===== src/rtl/hce_pkg.sv =====
// Shared constants, types and a helper function for the Hamming code encoder.
`default_nettype none

package hce_pkg;

	localparam int MSG_W            = 57;
	localparam int CW_W             = 63;
	localparam int CW_IW            = 6;
	localparam int LEN_W            = 6;
	localparam int PC_W             = 3;
	localparam int NPAR             = 6;
	localparam int MAX_MSG_BITS_DEF = 57;
	localparam int MSG_LEN_RST      = 57;

	// Parity partial sums are formed over groups of this many codeword bits.
	localparam int GRP_W = 16;
	localparam int NGRP  = (CW_W + GRP_W - 1) / GRP_W;

	// Control that travels alongside a codeword through the pipeline.
	typedef struct packed {
		logic             vld;
		logic [LEN_W-1:0] code_len;
		logic [PC_W-1:0]  parity_count;
	} hce_ctl_t;

	// Zero-based codeword bit that holds message bit k: the k-th position,
	// counting from one, that is not a power of two.
	function automatic int data_pos(input int k);
		int cnt;
		int res;
		cnt = 0;
		res = 0;
		for (int pos = 1; pos <= CW_W; pos++) begin
			if ((pos & (pos - 1)) != 0) begin
				if (cnt == k) begin
					res = pos - 1;
				end
				cnt++;
			end
		end
		return res;
	endfunction

endpackage

`default_nettype wire


===== src/rtl/hce_parity.sv =====
// Parity stages of the Hamming code encoder: partial XOR sums, then final parity insertion.
`default_nettype none

module hce_parity
	import hce_pkg::*;
(
	input  logic            clk,
	input  logic            arst_n,
	input  hce_ctl_t        src_ctl,
	input  logic [CW_W-1:0] src_word,
	output hce_ctl_t        res_ctl,
	output logic [CW_W-1:0] res_word
);

	logic [NGRP-1:0] par_d [NPAR];
	logic [NGRP-1:0] par_s2 [NPAR];
	logic [CW_W-1:0] word_s2;
	hce_ctl_t        ctl_s2;
	logic [CW_W-1:0] word_d;
	logic [CW_W-1:0] word_s3;
	hce_ctl_t        ctl_s3;

	// Each parity bit covers the positions whose index has its bit set; the
	// coverage is split into groups so the XOR depth per stage stays even.
	always_comb begin
		for (int k = 0; k < NPAR; k++) begin
			for (int g = 0; g < NGRP; g++) begin
				par_d[k][g] = 1'b0;
				for (int i = 0; i < CW_W; i++) begin
					if ((i / GRP_W) == g && (((i + 1) >> k) & 1) == 1) begin
						par_d[k][g] = par_d[k][g] ^ src_word[i];
					end
				end
			end
		end
	end

	always_comb begin
		word_d = word_s2;
		for (int k = 0; k < NPAR; k++) begin
			word_d[CW_IW'((1 << k) - 1)] = ^par_s2[k];
		end
	end

	always_ff @(posedge clk or negedge arst_n) begin
		if (!arst_n) begin
			ctl_s2 <= '0;
			ctl_s3 <= '0;
		end else begin
			ctl_s2 <= src_ctl;
			ctl_s3 <= ctl_s2;
		end
	end

	always_ff @(posedge clk) begin
		word_s2 <= src_word;
		par_s2  <= par_d;
		word_s3 <= word_d;
	end

	assign res_ctl  = ctl_s3;
	assign res_word = word_s3;

endmodule

`default_nettype wire


===== src/rtl/hamming_code_encoder.sv =====
// Top level of the Hamming code encoder with even parity and a message-length register.
//
//  Channel     Signals                                        Handshake
//  ---------   --------------------------------------------   ------------------------------
//  input beat  message_bits                                   taken when start & !busy
//  result beat codeword, code_len, parity_count               shown for one cycle with done
//  config      cfg_wdata (msg_len)                            written when cfg_we is high
//
// Each beat passes the stages in turn from start to done: stage one clamps the
// message length, masks the message and scatters it onto the data positions,
// stage two forms partial parity sums and stage three folds them and inserts
// the parity bits. A new beat may enter in every cycle, so busy stays low.
// Reset clears the valid bits of all stages and sets msg_len to 57.
// The receiver cannot stall; each result is present for exactly one cycle.
`default_nettype none

module hamming_code_encoder
	import hce_pkg::*;
#(
	parameter int MAX_MSG_BITS = MAX_MSG_BITS_DEF
) (
	input  logic              clk,
	input  logic              arst_n,
	input  logic              start,
	output logic              busy,
	input  logic [MSG_W-1:0]  message_bits,
	input  logic              cfg_we,
	input  logic [LEN_W-1:0]  cfg_wdata,
	output logic              done,
	output logic [CW_W-1:0]   codeword,
	output logic [LEN_W-1:0]  code_len,
	output logic [PC_W-1:0]   parity_count
);

	logic [LEN_W-1:0] msg_len_q;
	logic [LEN_W-1:0] m_eff;
	logic [PC_W-1:0]  r_eff;
	logic [CW_W-1:0]  placed;
	logic [CW_W-1:0]  word_s1;
	hce_ctl_t         ctl_s1;
	hce_ctl_t         res_ctl;
	logic [NPAR-1:0]  syndrome;

	// The pipeline never holds off a beat.
	assign busy = 1'b0;

	always_ff @(posedge clk or negedge arst_n) begin
		if (!arst_n) begin
			msg_len_q <= LEN_W'(MSG_LEN_RST);
		end else if (cfg_we) begin
			msg_len_q <= cfg_wdata;
		end
	end

	// A length of zero acts as one; a length above the maximum saturates.
	always_comb begin
		if (msg_len_q == '0) begin
			m_eff = LEN_W'(1);
		end else if (msg_len_q > LEN_W'(MAX_MSG_BITS)) begin
			m_eff = LEN_W'(MAX_MSG_BITS);
		end else begin
			m_eff = msg_len_q;
		end
	end

	// Smallest r with 2^r >= m + r + 1, written as thresholds on m.
	always_comb begin
		if (m_eff <= LEN_W'(1)) begin
			r_eff = PC_W'(2);
		end else if (m_eff <= LEN_W'(4)) begin
			r_eff = PC_W'(3);
		end else if (m_eff <= LEN_W'(11)) begin
			r_eff = PC_W'(4);
		end else if (m_eff <= LEN_W'(26)) begin
			r_eff = PC_W'(5);
		end else begin
			r_eff = PC_W'(6);
		end
	end

	// Message bit k always lands on the same data position, whatever the
	// length. Bits at or above the length are dropped here, which also keeps
	// every position beyond the codeword length at zero, so the parity sums
	// can run over the full word.
	always_comb begin
		placed = '0;
		for (int k = 0; k < MAX_MSG_BITS; k++) begin
			if (LEN_W'(k) < m_eff) begin
				placed[CW_IW'(data_pos(k))] = message_bits[k];
			end
		end
	end

	always_ff @(posedge clk or negedge arst_n) begin
		if (!arst_n) begin
			ctl_s1 <= '0;
		end else begin
			ctl_s1.vld          <= start & ~busy;
			ctl_s1.code_len     <= m_eff + LEN_W'(r_eff);
			ctl_s1.parity_count <= r_eff;
		end
	end

	always_ff @(posedge clk) begin
		word_s1 <= placed;
	end

	hce_parity u_parity (
		.clk      (clk),
		.arst_n   (arst_n),
		.src_ctl  (ctl_s1),
		.src_word (word_s1),
		.res_ctl  (res_ctl),
		.res_word (codeword)
	);

	assign done         = res_ctl.vld;
	assign code_len     = res_ctl.code_len;
	assign parity_count = res_ctl.parity_count;

	// Syndrome of the outgoing codeword; an even parity code gives all zeros.
	always_comb begin
		for (int k = 0; k < NPAR; k++) begin
			syndrome[k] = 1'b0;
			for (int i = 0; i < CW_W; i++) begin
				if ((((i + 1) >> k) & 1) == 1) begin
					syndrome[k] = syndrome[k] ^ codeword[i];
				end
			end
		end
	end

	// Each result follows a beat taken earlier, registered through ctl_s1, ctl_s2 and ctl_s3.
	a_latency: assert property (@(posedge clk) disable iff (!arst_n)
		done |-> $past(start & ~busy, 3))
		else $error("result without a beat taken three cycles earlier");

	// Nothing may be set beyond the codeword length.
	a_high_zero: assert property (@(posedge clk) disable iff (!arst_n)
		done |-> ((codeword >> code_len) == '0))
		else $error("codeword bits set at or above code_len");

	// Every parity check of the outgoing codeword is satisfied.
	a_syndrome: assert property (@(posedge clk) disable iff (!arst_n)
		done |-> (syndrome == '0))
		else $error("codeword has a nonzero syndrome");

endmodule

`default_nettype wire


===== config.mk =====
export PLATFORM = sky130hd
export DESIGN_NAME = hamming_code_encoder
export DESIGN_NICKNAME = d
export VERILOG_FILES = /design/src/rtl/hce_pkg.sv /design/src/rtl/hce_parity.sv /design/src/rtl/hamming_code_encoder.sv
export SDC_FILE = /design/constraint.sdc
export NUM_CORES = 1
export LEC_CHECK = 0
export ABC_AREA = 1
export BUFFER_PORTS_ARGS = -buffer_cell sky130_fd_sc_hd__buf_4
export CORE_AREA = 2 2 135 137
export DETAILED_ROUTE_END_ITERATION = 12
export DIE_AREA = 0 0 137 139
export HOLD_SLACK_MARGIN = 0.1
export PLACE_DENSITY = 0.5
export SLEW_MARGIN = 20
export SYNTH_ARGS = -nofsm -noshare
export SYNTH_HDL_FRONTEND = slang
export SYNTH_SLANG_ARGS = --single-unit

===== constraint.sdc =====
create_clock -name clk -period 3.1 [get_ports clk]
set_clock_uncertainty 0.15 [all_clocks]
set_input_delay 0.465 -clock clk [delete_from_list [all_inputs] [get_ports clk]]
set_output_delay 0.465 -clock clk [all_outputs]
set_load 0.005 [all_outputs]

==> summary.md <==
| Metric | Value |
|---|---|
| Status | `completed` |
| CTS Buffer Depth | `2` |
| Post-CTS Setup Repair Bufs | `0` |
| Placed insts | `670` |
| Yosys top cell area share | `42.85%` |
| Maxcap violations | `0` |
| # diodes | `0` |
| Peak supply drop | `0.2868 mV` |
| Port Buffers | `76` |
| Synth unique cells | `33` |
| Number of synthesized flops with an enable pin | `0` |
| Met1 Resource Use GR | `11.10%` |
| Gate power share | `14.6%` |
| Area Growth Syn to Fin | `31.85%` |
| Synthesized area per cell | `11.65 sq um` |
| GR Layer Usage met2 | `14.14%` |
| Vias in the first global route | `2624` |
| Die ar. | `0.01904 sq mm` |
| CP Cell Sequence | `inv_1, nand3_2, nand3_1, nand2_2, nand2_4, nand2_2, nand2_4, nor2_4, inv_1, fa_1, a21oi_2, xor2_1` |
| Crit-path leading delay family | `simple AND/OR/NAND/NOR gates` |
| Maximum fanout along the worst path | `8` |
| Power Density | `845.9 mW/mm^2` |
| Final Hold Fails | `0` |
| Yosys reg bits | `128` |
| First-pass GRT wire length | `13220 microns` |
| Slew Viols, Final | `0` |
| Register share of total power | `43.4%` |
| Primary FF master, synth | `dfxtp_1` |
| Gpl congestion | `0.8085` |
| Initial DRC count | `116` |
| Multi-input gate area | `0.001269 sq mm` |
| Met3 global-route usage | `4.240%` |
| Vias/cell | `3.567` |
| Max incr delay on CP | `0.65 ns` |
| Internal | `3.605 mW` |
| Share of post-route cells with drive strength above 1 | `27.82%` |
| Setup TNS | `0 ns` |
| Core Footprint | `0.01766 sq mm` |
| Global route overflow | `0` |
| Clk root buf | `clkbuf_16` |
| P_leak | `2.620 nW` |
| Net Sw Frac | `24.80%` |
| Post-route insts no fill | `707` |
| FF/Latch Area | `0.002748 sq mm` |
| Die height | `139 microns` |
| Post-layout nets | `534` |
| Switch Pwr | `1.189 mW` |
| Largest net degree at the start of global routing | `37` |
| Worst endpoint required time | `3.29 ns` |
| Total track usage | `9.318%` |
| Worst min path class | `in -> reg` |
| # H-tree levels | `4` |
| Sequential area share after synthesis | `63.93%` |
| Drt pass-1 iters | `4` |
| Routed WL | `8361 microns` |
| Clock period minus worst slack | `2.582 ns` |
| Grt peak-use layer | `met2` |
| FILL cells | `1808` |
| Starting Density | `24.34%` |
| Antenna viol nets, final | `0` |
| Post-synthesis async set-or-reset flop share | `28.13%` |
| Crit path buf inv count | `2` |
| Ports | `141` |
| Worst EP arrival | `2.77 ns` |
| Synth area leaders | `dfxtp_1 (43%), dfrtp_1 (19%), xnor2_1 (9.0%)` |
| Clock group share of total power | `41.9%` |
| Most frequent cells in the layout | `dfxtp_1 (92), buf_4 (76), xnor2_1 (44)` |
| DRC errors left | `0` |
| Initial antenna violation count | `0` |
| Tcrit/Tclk final | `83.27%` |
| DIE WIDTH | `137 microns` |
| Area leader, netlist | `dfxtp_1` |
| Final setup fails | `0` |
| WHS | `0.1252 ns` |
| Clk slew on worst S/H paths | `0.06 ns` |
| Gate Count Post-Synth | `369` |
| DR WL/cell | `11.83 microns` |
| CTS Buf Count | `17` |
| Synth Cell Area | `0.004298 sq mm` |
| Startpoint types | `flip-flop` |
| Critical path's slowest cell | `dfstp_2` |
| Via count | `2522` |
| Commonest non-fill, non-tap cell in the layout | `dfxtp_1` |
| Worst setup EP type | `flip-flop` |
| Yosys synthesis warning count | `0` |
| CTS resizes | `0` |
| Worst setup path category | `reg -> reg` |
| Final HPWL DP | `6300 microns` |
| Row count | `49` |
| Clk sinks | `128` |
| CTS tree | `yes` |
| Clk Latency, worst-skew pair | `0.41 ns` |
| RSZ-0062 raised after global routing | `no` |
| F_max | `387.4 MHz` |
-- synth_stat cells (all sizes together) (2+ instances only) --
| master | instances |
|---|---|
| clkbuf | 2 |
| nand4 | 2 |
| buf | 34 |
| dfrtp | 32 |
| dfxtp | 92 |
| a31oi | 5 |
| a21oi | 8 |
| xor2 | 20 |
| nand3 | 11 |
| xnor2 | 44 |
| nand2 | 44 |
| o21ai | 8 |
| dfstp | 4 |
| a21boi | 2 |
| inv | 34 |
| nor2 | 20 |
-- metrics by stage --
stage          util [%]  worst slack (ns)  power [mW]  cell area, sq um
6_report          32.09            0.5185       4.794              5667
5_1_grt           32.09            0.3761       5.047              5667
4_1_cts           32.09            0.5096       4.872              5667
3_5_place_dp      28.37            0.5128       2.834              5009
3_3_place_gp      28.37            0.5598       2.822              5009
2_1_floorplan         -            0.8030       2.552              4418
-- layer usage --
layer  vias up  part of all wire, %
met2        96                   46
met5         -                    0
met4         0                  2.0
met1      1143                   44
met3        13                  7.8
li1       1270                    -
-- power groups by stage --
stage          sequential, mW  clock (mW)  combinational [mW]
6_report                 2.08        2.01               0.702
5_1_grt                  2.12        2.14               0.784
4_1_cts                  2.09        2.06               0.721
3_5_place_dp             2.12           0               0.710
3_3_place_gp             2.12           0               0.702
2_1_floorplan            2.10           0               0.457
-- path summary, 6_finish.rpt --
path	start	to	slack, ns	cells after the start
max	msg_len_q[3]	ctl_s1[7]	0.52	12
min	cfg_wdata[1]	msg_len_q[1]	0.13	3
max reg2reg	msg_len_q[3]	ctl_s1[7]	0.52	12
min reg2reg	u_parity.par_s2[5]	u_parity.res_word[15]	0.17	0
max in group asynchronous	arst_n	msg_len_q[5]	2.07	2
min in group asynchronous	arst_n	u_parity.res_ctl[8]	0.39	2
-- what timing repair did --
| item | in CTS | in global routing |
|---|---|---|
| endpoints found under the setup margin | 0 | 0 |
| endpoints found under the hold margin | 36 | 0 |
| hold buffers | 5 | 0 |
-- flip-flops by register name (all words and copies together), names as in the netlist --
| signal | flops |
|---|---|
| word_s1 | 26 |
| u_parity.ctl_s2 | 10 |
| u_parity.res_ctl | 10 |
| ctl_s1 | 10 |
| u_parity.res_word | 31 |
| u_parity.par_s2 | 9 |
| u_parity.word_s2 | 26 |
| msg_len_q | 6 |
-- area by class of cell --
type | count | area share, %
Clock buffer | 18 | 7.573
Timing Repair Buffer | 81 | 10.95
Clock inverter | 14 | 3.157
Inverter | 35 | 2.385
Sequential cell | 128 | 48.49
Multi-Input combinational cell | 202 | 22.39
Tap cell | 229 | 5.056
-- cells by family (layout without fill, tap and decap cells) --
family	count (synthesis)	after routing	share of synthesized area (%)
buffers and inverters	71	148	9.345
and+or+nand+nor	78	78	9.345
adders and majority gates	2	2	0.7569
DFF	128	128	63.93
other	1	33	0.08725
xor gates and xnor gates	64	64	13.04
AOI/OAI and AO/OA	25	25	3.493
-- worst register-to-register path, delay by kind of cell (launching register included) --
kind / cells / cell delay [ns]
flip-flops: 1 / 0.65
adder cells (fa/ha/maj): 1 / 0.41
AND/OR/NAND/NOR: 7 / 0.74
buffers and inverters: 2 / 0.24
AO/OA/AOI/OAI: 1 / 0.17
XOR/XNOR: 1 / 0.15
(Power assumes the default switching activity.)
